[src/rtl/touch_double_click_detector_core_assert.svh]
// Assertion helpers for the RTL files of the touch double-click detector.
// Both expect signals named clk and arst_n in the enclosing module.
`ifndef TOUCH_DOUBLE_CLICK_DETECTOR_CORE_ASSERT_SVH
`define TOUCH_DOUBLE_CLICK_DETECTOR_CORE_ASSERT_SVH

// Checked only outside reset.
`define TDCD_ASSERT(lbl, prop, msg) \
	lbl: assert property (@(posedge clk) disable iff (!arst_n) prop) else $error(msg);

// Checked on every edge, reset included.
`define TDCD_ASSERT_ALWAYS(lbl, prop, msg) \
	lbl: assert property (@(posedge clk) prop) else $error(msg);

`endif

[src/rtl/tdcd_pkg.sv]
`default_nettype none

package tdcd_pkg;

	localparam int COORD_BITS = 10;
	localparam int WIN_BITS   = 16;

	localparam logic [WIN_BITS-1:0] WIN_RESET = 16'd500;

	localparam logic OP_TOUCH = 1'b0;
	localparam logic OP_TICK  = 1'b1;

	typedef enum logic [1:0] {
		KIND_PRESS   = 2'd0,
		KIND_RELEASE = 2'd1,
		KIND_DOUBLE  = 2'd2
	} kind_t;

	typedef logic [COORD_BITS-1:0] coord_t;

	typedef struct packed {
		logic   operation;
		coord_t touch_x;
		coord_t touch_y;
		logic   pressed;
	} in_beat_t;

	typedef struct packed {
		kind_t  event_kind;
		coord_t event_x;
		coord_t event_y;
		logic   last_of_run;
	} out_beat_t;

	typedef struct packed {
		coord_t x;
		coord_t y;
	} xy_t;

	// Results of one processed item: count, then up to two beats in order.
	typedef struct packed {
		logic [1:0] n;
		out_beat_t  r0;
		out_beat_t  r1;
	} res_t;

endpackage

`default_nettype wire

[src/rtl/tdcd_core.sv]
`default_nettype none

module tdcd_core import tdcd_pkg::*; #(
	parameter int AGE_BITS = 16
) (
	input  wire logic                clk,
	input  wire logic                arst_n,
	input  wire logic                cfg_we,
	input  wire logic [WIN_BITS-1:0] cfg_wdata,
	input  wire in_beat_t            item,
	input  wire logic                go,
	output res_t                     res
);

	localparam int CMP_W = (AGE_BITS > WIN_BITS) ? AGE_BITS : WIN_BITS;

	logic [WIN_BITS-1:0] win_q;
	logic                press_pending_q;
	logic                release_pending_q;
	xy_t                 press_xy_q;
	xy_t                 release_xy_q;
	logic [AGE_BITS-1:0] press_age_q;
	logic [AGE_BITS-1:0] release_age_q;

	logic [AGE_BITS-1:0] press_age_inc;
	logic [AGE_BITS-1:0] release_age_inc;
	logic [CMP_W-1:0]    win_c;
	logic                is_tick;
	logic                emit_p;
	logic                emit_r;
	logic                dbl;
	out_beat_t           press_beat;
	out_beat_t           release_beat;

	always_comb begin
		press_age_inc   = (press_age_q == '1) ? press_age_q : press_age_q + 1'b1;
		release_age_inc = (release_age_q == '1) ? release_age_q : release_age_q + 1'b1;
		win_c   = CMP_W'(win_q);
		is_tick = (item.operation == OP_TICK);
		emit_p  = is_tick && press_pending_q && (CMP_W'(press_age_inc) >= win_c);
		emit_r  = is_tick && release_pending_q && (CMP_W'(release_age_inc) >= win_c);
		dbl     = !is_tick && !item.pressed && release_pending_q
			&& (CMP_W'(release_age_q) < win_c);

		press_beat   = '{event_kind: KIND_PRESS, event_x: press_xy_q.x,
			event_y: press_xy_q.y, last_of_run: !emit_r};
		release_beat = '{event_kind: KIND_RELEASE, event_x: release_xy_q.x,
			event_y: release_xy_q.y, last_of_run: 1'b1};

		res.n  = 2'd0;
		res.r0 = press_beat;
		res.r1 = release_beat;
		if (dbl) begin
			res.n  = 2'd1;
			res.r0 = '{event_kind: KIND_DOUBLE, event_x: item.touch_x,
				event_y: item.touch_y, last_of_run: 1'b1};
		end else if (emit_p) begin
			res.n = emit_r ? 2'd2 : 2'd1;
		end else if (emit_r) begin
			res.n  = 2'd1;
			res.r0 = release_beat;
		end
	end

	always_ff @(posedge clk or negedge arst_n) begin
		if (!arst_n) begin
			win_q             <= WIN_RESET;
			press_pending_q   <= 1'b0;
			release_pending_q <= 1'b0;
		end else begin
			if (cfg_we) begin
				win_q <= cfg_wdata;
			end
			if (go) begin
				if (is_tick) begin
					if (emit_p) press_pending_q <= 1'b0;
					if (emit_r) release_pending_q <= 1'b0;
				end else if (item.pressed) begin
					press_pending_q <= 1'b1;
				end else if (!release_pending_q) begin
					release_pending_q <= 1'b1;
				end else if (dbl) begin
					press_pending_q   <= 1'b0;
					release_pending_q <= 1'b0;
				end
			end
		end
	end

	// Coordinates and ages only matter while the matching pending bit is set.
	always_ff @(posedge clk) begin
		if (go) begin
			if (is_tick) begin
				if (press_pending_q) press_age_q <= press_age_inc;
				if (release_pending_q) release_age_q <= release_age_inc;
			end else if (item.pressed) begin
				if (!press_pending_q) begin
					press_xy_q  <= '{x: item.touch_x, y: item.touch_y};
					press_age_q <= '0;
				end
			end else if (!release_pending_q) begin
				release_xy_q  <= '{x: item.touch_x, y: item.touch_y};
				release_age_q <= '0;
			end
		end
	end

endmodule

`default_nettype wire

[src/rtl/tdcd_outbuf.sv]
`default_nettype none

`include "touch_double_click_detector_core_assert.svh"

module tdcd_outbuf import tdcd_pkg::*; (
	input  wire logic  clk,
	input  wire logic  arst_n,
	input  wire logic  valid_s1,
	input  wire res_t  res,
	input  wire logic  out_stall,
	output logic       go,
	output logic       out_valid,
	output out_beat_t  out_data
);

	// Two result slots: hd_q drives the port, nx_q waits behind it.
	logic [1:0] cnt_q;
	out_beat_t  hd_q;
	out_beat_t  nx_q;

	logic       pop;
	logic [1:0] kept;
	logic [1:0] n_eff;
	logic [2:0] fill;
	out_beat_t  base0;
	out_beat_t  hd_d;
	out_beat_t  nx_d;

	always_comb begin
		pop   = (cnt_q != 2'd0) && !out_stall;
		kept  = cnt_q - {1'b0, pop};
		fill  = {1'b0, kept} + {1'b0, res.n};
		go    = valid_s1 && (fill <= 3'd2);
		n_eff = go ? res.n : 2'd0;
		base0 = pop ? nx_q : hd_q;
		case (kept)
			2'd0: begin
				hd_d = res.r0;
				nx_d = res.r1;
			end
			2'd1: begin
				hd_d = base0;
				nx_d = res.r0;
			end
			default: begin
				hd_d = base0;
				nx_d = nx_q;
			end
		endcase
	end

	always_ff @(posedge clk or negedge arst_n) begin
		if (!arst_n) begin
			cnt_q <= 2'd0;
		end else begin
			cnt_q <= kept + n_eff;
		end
	end

	always_ff @(posedge clk) begin
		hd_q <= hd_d;
		nx_q <= nx_d;
	end

	assign out_valid = (cnt_q != 2'd0);
	assign out_data  = hd_q;

	`TDCD_ASSERT(a_cnt_range, (cnt_q <= 2'd2), "result buffer count out of range")
	`TDCD_ASSERT(a_no_overflow, ((kept == 2'd2) |-> (n_eff == 2'd0)), "push into full buffer")
	`TDCD_ASSERT(a_pair_order,
		((cnt_q == 2'd0 && n_eff == 2'd2) |=> (cnt_q == 2'd2 && !hd_q.last_of_run && nx_q.last_of_run)),
		"two-beat run lost its order")

endmodule

`default_nettype wire

[src/rtl/touch_double_click_detector_core.sv]
// Touch double-click detector.
// Input channel in_valid/in_stall/in_data carries one beat per touch event
// (operation = touch) or per millisecond tick (operation = tick).
// Output channel out_valid/out_stall/out_data carries delayed press, delayed
// release and double-click beats; last_of_run marks the final beat of an item.
// cfg_we/cfg_wdata write the double-click window in ticks (reset 500).
// An accepted beat waits in a one-entry input register until the result buffer
// can take its results; they are then written into the result buffer registers,
// whose head slot drives the output port.
// Throughput is one beat per cycle while the output is taken and the result
// buffer has room; an item that makes two results fills both result slots.
// in_stall rises only when the buffer cannot absorb the waiting item's results.
// While out_stall is high the head beat holds and the input keeps flowing until
// the waiting item's results no longer fit in the result buffer.
// Reset clears all pending presses and releases and empties both buffers.
`default_nettype none

module touch_double_click_detector_core import tdcd_pkg::*; #(
	parameter int AGE_BITS = 16
) (
	input  wire logic                clk,
	input  wire logic                arst_n,
	input  wire logic                in_valid,
	output logic                     in_stall,
	input  wire in_beat_t            in_data,
	output logic                     out_valid,
	input  wire logic                out_stall,
	output out_beat_t                out_data,
	input  wire logic                cfg_we,
	input  wire logic [WIN_BITS-1:0] cfg_wdata
);

	logic     valid_s1;
	in_beat_t item_s1;
	logic     go;
	res_t     res;

	assign in_stall = valid_s1 && !go;

	always_ff @(posedge clk or negedge arst_n) begin
		if (!arst_n) begin
			valid_s1 <= 1'b0;
		end else if (!in_stall) begin
			valid_s1 <= in_valid;
		end
	end

	always_ff @(posedge clk) begin
		if (!in_stall) begin
			item_s1 <= in_data;
		end
	end

	tdcd_core #(
		.AGE_BITS(AGE_BITS)
	) u_core (
		.clk      (clk),
		.arst_n   (arst_n),
		.cfg_we   (cfg_we),
		.cfg_wdata(cfg_wdata),
		.item     (item_s1),
		.go       (go),
		.res      (res)
	);

	tdcd_outbuf u_outbuf (
		.clk      (clk),
		.arst_n   (arst_n),
		.valid_s1 (valid_s1),
		.res      (res),
		.out_stall(out_stall),
		.go       (go),
		.out_valid(out_valid),
		.out_data (out_data)
	);

endmodule

`default_nettype wire
[config.mk]
export PLATFORM = sky130hd
export DESIGN_NAME = touch_double_click_detector_core
export DESIGN_NICKNAME = d
export VERILOG_FILES = /design/src/rtl/tdcd_pkg.sv /design/src/rtl/tdcd_core.sv /design/src/rtl/tdcd_outbuf.sv /design/src/rtl/touch_double_click_detector_core.sv
export VERILOG_INCLUDE_DIRS = /design/src /design/src/rtl
export SDC_FILE = /design/constraint.sdc
export NUM_CORES = 1
export LEC_CHECK = 0
export BUFFER_PORTS_ARGS = -buffer_cell sky130_fd_sc_hd__buf_2
export CORE_MARGIN = 10
export CORE_UTILIZATION = 45
export CTS_CLUSTER_SIZE = 30
export DETAILED_ROUTE_END_ITERATION = 12
export GPL_TIMING_DRIVEN = 0
export SLEW_MARGIN = 25
export SYNTH_ARGS = -nofsm -noshare
export SYNTH_HDL_FRONTEND = slang
export SYNTH_SLANG_ARGS = --single-unit
[constraint.sdc]
create_clock -name clk -period 10 [get_ports clk]
set_input_delay 1 -clock clk [delete_from_list [all_inputs] [get_ports clk]]
set_output_delay 1 -clock clk [all_outputs]
set_load 0.02 [all_outputs]
-- Yosys cells after proc, flatten, opt, wreduce, memory -nomap -nowiden
Index checks and enable logic that the tools add are counted.
Widths: inputs -> output; s select.
- order comparisons: 4
- mux-type cells: 29
- bitwise logic cells: 4
- add/sub/neg operators: 5
- equal/unequal tests: 10
- reduce and logical (&&, ||, !) cells: 28
- operators with widths (kind ; number):
    $mux 16 ; 10
    $mux 23 ; 3
    $pmux 23 s2 ; 1
    $add 16x1->16 const B ; 2
    $eq 16x16->1 const B ; 2
    $ge 16x16->1 ; 2
    $mux 25 ; 1
    $mux 24 ; 1
    $reduce_and 4->1 ; 5
    $lt 16x16->1 ; 1
    $logic_and 1x1->1 ; 10
    $mux 1 ; 10
    $ne 2x1->1 const B ; 5
    $reduce_bool 2->1 ; 4
    $mux 2 ; 3
    $reduce_bool 3->1 ; 2
    $logic_not 1->1 ; 5
    $ne 2x2->1 const B ; 2
    $not 1->1 ; 4
    $add 2x2->3 ; 1
    $le 3x2->1 const B ; 1
    $reduce_and 3->1 ; 1
    $add 2x2->2 ; 1
    $eq 2x1->1 const B ; 1
    other kinds (2) ; 2
- register bits after elaboration: 161
- output and inout port bits: 25
- word-level logic and storage cells: 103

-- Depth between registers and ports, before layout
- depth after elaboration: 13
- gate-level depth with buffers: 25

-- Modules after synthesis
Synthesis repeated with hierarchy kept, for this count alone.
- cells, all modules: 678
- area total of the unflattened synthesis: 8471.9 µm²
- modules (own cells, without submodules) (module ; cells each ; seq. area each (µm²) ; instances ; area an instance (µm²)):
    tdcd_core ; 530 ; 2620.0 ; 1 ; 5515.3
    tdcd_outbuf ; 122 ; 1431.4 ; 1 ; 2244.7
    touch_double_click_detector_core ; 26 ; 685.7 ; 1 ; 711.9

-- Worst setup path before layout
OpenSTA, ideal clock, no wires.
- kind: register to register
- start point: register u_core.release_age_q[2]
- end point: register u_core.release_xy_q, in the netlist u_core.res[10], enable pin
- data arrival time: 6069 ps
- path slack: 3504 ps
- stages on the path, launching flop included: 22
- buffers on the path: 2
- cells stage by stage: edfxtp_1 -> and3_4 -> and4_4 -> nand4_2 -> or3_4 -> buf_6 -> nand4_1 -> xnor2_1 -> ha_1 -> and4_1 -> a221o_1 -> a21oi_1 -> o31a_1 -> inv_1 -> clkbuf_1 -> ha_1 -> nand2_1 -> ha_1 -> fa_1 -> a21oi_1 -> nand2_1 -> nor3b_1
- cells in the longest elaborated chain, start to end: 11
- elaborated cells on any way between the ends: 15
- classes of those cells: add/sub (2); order compare (3); eq/ne (1); mux (5); reduce/logical (4)
- RTL lines (item ; RTL line ; RTL):
    start, declared ; tdcd_core.sv:23 ; logic [AGE_BITS-1:0] release_age_q;
    start signal, assigned ; tdcd_core.sv:95 ; if (release_pending_q) release_age_q <= release_age_inc;
    $add 16x1->16 or $eq 16x16->1 (tied branches) ; tdcd_core.sv:37 ; release_age_inc = (release_age_q == '1) ? release_age_q : release_age_q + 1'b1;
    $mux 16 (*) ; tdcd_core.sv:37 ;
    net u_core.release_age_inc[5] ; tdcd_core.sv:26 ; logic [AGE_BITS-1:0] release_age_inc;
    $ge 16x16->1 (*) ; tdcd_core.sv:41 ; emit_r = is_tick && release_pending_q && (CMP_W'(release_age_inc) >= win_c);
    $logic_and 1x1->1 (*) ; tdcd_core.sv:41 ;
    $mux 24 or $mux 2 (tied branches) ; tdcd_core.sv:59, tdcd_core.sv:58 ;
    $mux 2 (*) ; tdcd_core.sv:57 ; end else if (emit_p) begin
    $mux 25 (*) ; tdcd_core.sv:53 ; if (dbl) begin
    $add 2x2->3 (*) ; tdcd_outbuf.sv:32 ; fill = {1'b0, kept} + {1'b0, res.n};
    $le 3x2->1 (*) ; tdcd_outbuf.sv:33 ; go = valid_s1 && (fill <= 3'd2);
    $logic_and 1x1->1 (*) ; tdcd_outbuf.sv:33 ;
    $reduce_and 4->1 (no source line) (*) ; -- ;
    end signal, assigned ; tdcd_core.sv:102 ; release_xy_q <= '{x: item.touch_x, y: item.touch_y};
    end, declared ; tdcd_core.sv:21 ; xy_t release_xy_q;
Mark *: on every way through the listed nets, which the timed path passes. The rest lies on a longest branch.
A chain may end at the register's enable or synchronous reset.

-- Worst setup path after layout
- start point: register u_core.release_age_q[3]
- end point: output port in_stall
- cells in the longest elaborated chain, start to end: 12
- elaborated cells on any way between the ends: 16
- classes of those cells: add/sub (2); order compare (3); eq/ne (1); mux (5); reduce/logical (5)
- RTL lines (item ; RTL line ; RTL):
    $add 16x1->16 or $eq 16x16->1 (tied branches) ; tdcd_core.sv:37 ;
    $mux 16 (*) ; tdcd_core.sv:37 ;
    net u_core.release_age_inc[5] ; tdcd_core.sv:26 ;
    $ge 16x16->1 (*) ; tdcd_core.sv:41 ;
    $logic_and 1x1->1 (*) ; tdcd_core.sv:41 ;
    $mux 24 or $mux 2 (tied branches) ; tdcd_core.sv:59, tdcd_core.sv:58 ;
    $mux 2 (*) ; tdcd_core.sv:57 ;
    $mux 25 (*) ; tdcd_core.sv:53 ;
    $add 2x2->3 (*) ; tdcd_outbuf.sv:32 ;
    $le 3x2->1 (*) ; tdcd_outbuf.sv:33 ;
    $logic_and 1x1->1 (*) ; tdcd_outbuf.sv:33 ;
    $logic_not 1->1 (*) ; touch_double_click_detector_core.sv:38 ; assign in_stall = valid_s1 && !go;
    $logic_and 1x1->1 (*) ; touch_double_click_detector_core.sv:38 ;
    end, declared ; touch_double_click_detector_core.sv:24 ; output logic in_stall,
Marked as above.

==> impl_metrics.env <==
export IMPL_ys_ff_latch=161
export IMPL_layout_min_cycle_time_ns=7.48
export IMPL_maxSlewHeadroom=0.486
export IMPL_syn_inst=772
export IMPL_die_w_um=158
export IMPL_synth_main_ff_cell="edfxtp_1"
export IMPL_cp_top_family="simple AND/OR/NAND/NOR gates"
export IMPL_syn2layout_area_growth_pct=16.1
export IMPL_cts_root_buf="clkbuf_16"
export IMPL_final_hold_violation_count=0
export IMPL_worst_path_buf_inv=5
export IMPL_dp_hpwl_mm=16.1
export IMPL_yosysUniqueCellTypes=46
export IMPL_portBuffers=67
export IMPL_grt_first_pass_wirelength_mm=36.0
export IMPL_reg2reg_depth=23
export IMPL_maxSlewViolCount=0
export IMPL_cts_sinks=161
export IMPL_worstMarginPinSlew_ns=0.767
export IMPL_seq_area_frac_synth=0.556
export IMPL_clk_latency_ns=0.44
export IMPL_setup_viol=0
export IMPL_hold_class="reg -> reg"
export IMPL_slowest_stage="nand2b_2"
export IMPL_required_ns=9.00
export IMPL_coreArea_mm2=0.0186
export IMPL_drive_above_1_share=0.148
export IMPL_cts_max_path_buffers=2
export IMPL_worst_setup_path_type="reg -> out"
export IMPL_clock_skew_ns=0.0195
export IMPL_finalCritPeriodShare=0.748
export IMPL_postCtsSetupRepairBufs=0
export IMPL_start_util=0.457
export IMPL_cap_violations=0
export IMPL_ir_drop_mv=0.193
export IMPL_async_flop_share=0.130
export IMPL_viasPerCell=6.00
export IMPL_synthTopCellsByArea="edfxtp_1 (49%), ha_1 (8.7%), dfrtp_1 (4.4%)"
export IMPL_numCtsBuffers=17
export IMPL_outcome="finished clean"
export IMPL_vias=6667
export IMPL_cts_tree="built"
export IMPL_dr_pass1_iters=5
export IMPL_die_area_mm2=0.0249
export IMPL_ios=68
export IMPL_max_freq_mhz=134
export IMPL_die_y_um=158
export IMPL_std_cell_rows=50
export IMPL_cp_depth=22
export IMPL_synth_edf_count=140
export IMPL_grt_max_degree=25
export IMPL_global_route_usage_total=0.185
export IMPL_antenna_found_initial=0
export IMPL_max_stage_delay_ns=0.60
export IMPL_post_cts_resize_count=0
export IMPL_synth_fp_nets=875
export IMPL_end_kind="output pin"
export IMPL_finalSetupTns_ns=0
export IMPL_first_global_vias=6808
export IMPL_hold_buffers=0
export IMPL_syn_area_per_cell_um2=11.0
export IMPL_fin_nets=969
export IMPL_power_density_mw_per_mm2=387
export IMPL_netlist_area_mm2=0.00853
export IMPL_hold_worst_slack_ns=0.507
export IMPL_wire_per_inst_um=20.5
export IMPL_leakagePower_nw=3.76
export IMPL_hold_path_depth=0
export IMPL_synth_top_area_share=0.493
export IMPL_diodes=0
export IMPL_place_congestion=0.843
export IMPL_crit_path_max_fanout=24
export IMPL_drt_iter0_drc=538
export IMPL_cp_arrival_ns=6.48
export IMPL_drc=0
export IMPL_yosys_warnings=0
export IMPL_grt_ovfl_total=0
export IMPL_synthTopCellsByCount="edfxtp_1 (140), o21ai_0 (72), ha_1 (59)"
export IMPL_synth_area_leader_cell="edfxtp_1"
export IMPL_routed_wl_mm=22.7
export IMPL_antenna_left=0
export IMPL_worstSetupStartpointType="register"
export IMPL_htree_levels=4
export IMPL_path_common_cell="ha_1"
export IMPL_yosysMostFrequentCell="edfxtp_1"
export IMPL_rsz0062_at_grt="no"
export IMPL_path_cells="and3_4 -> and4_4 -> nand4_2 -> or3_4 -> buf_6 -> nand4_1 -> xnor2_1 -> ha_1 -> and4_1 -> a221o_1 -> a21oi_1 -> o31a_1 -> inv_1 -> clkbuf_1 -> ha_1 -> nand2_1 -> ha_1 -> fa_1 -> a21oi_1 -> nand2b_2 -> inv_1 -> buf_2"
export IMPL_fin_util=0.531
export IMPL_clk_pin_slew_ns=0.06
-- flip-flops by register name (all words and copies together), names as in the netlist --
signal                    flops
item_s1                      22
u_outbuf.out_data            23
u_core.press_age_q           16
u_outbuf.nx_q                23
valid_s1                      1
u_core.release_pending_q      1
u_core.win_c                 16
u_core.res                   20
u_core.press_pending_q        1
u_core.release_age_q         16
u_core.press_beat            20
u_outbuf.cnt_q                2
-- layout by cell type (no fill, tap or decap), drive strengths merged, types with 26 or more instances in the layout --
master / instances
nand4: 34
clkbuf: 59
nand2: 53
edfxtp: 140
a21oi: 52
ha: 59
o21ai: 72
and2: 31
buf: 77
inv: 32
and3: 26
nand3: 54
-- stage by stage --
step / area, um^2 / setup WS [ns] / total power [mW] / std cells
5_1_grt: 9900 / 2.02 / 4.08 / 1111
3_5_place_dp: 9290 / 3.03 / 3.13 / 1081
4_1_cts: 9900 / 2.52 / 3.83 / 1111
6_report: 9900 / 2.52 / 3.83 / 1111
2_1_floorplan: 8530 / 3.50 / 2.46 / 772
3_3_place_gp: 9150 / 1.42 / 3.00 / 1073
-- final timing paths --
kind	start	to	slack (ns)
min	item_s1[14]	u_core.res[14]	0.51
max in group asynchronous	arst_n	u_core.win_c[7]	9.10
max	u_core.release_age_q[3]	in_stall	2.52
min reg2reg	item_s1[14]	u_core.res[14]	0.51
max reg2reg	u_core.release_age_q[3]	u_core.res[20]	3.35
min in group asynchronous	arst_n	u_core.win_c[13]	0.53
-- cell type report --
class / instances / area [um^2]
multi-input combinational: 537 / 3550
buffer: 44 / 173
sequential: 161 / 4740
tap: 234 / 293
clock buffer: 17 / 425
fill: 1625 / 8740
timing repair buffer: 75 / 427
inverter: 30 / 113
clock inverter: 13 / 186
-- metal layers --
layer,vias to the layer above,GRT usage,part of all wire
li1,3094,-,-
met1,3218,0.226,0.42
met2,311,0.310,0.50
met3,44,0.0429,0.069
met4,0,0.0730,0.017
met5,-,0,0
-- power by group --
group          switching (mW)  leakage [nW]  total (mW)  internal, mW
combinational            1.18          1.89        1.74         0.560
clock                   0.275         0.289       0.691         0.416
sequential              0.189          1.57        1.40          1.21
total                    1.65          3.76        3.83          2.19
-- cell families (layout without fill, tap and decap cells) --
group                      count (synthesis)  after routing  synth area share
adders and majority gates                 60             60            0.0889
and+or+nand+nor                          266            266             0.169
muxes                                      5              5           0.00660
AOI/OAI and AO/OA                        182            182             0.122
buffers and inverters                     74            179            0.0335
xor gates and xnor gates                  24             24            0.0247
DFF                                      161            161             0.556
No activity file was read; power rests on OpenSTA's default activity.
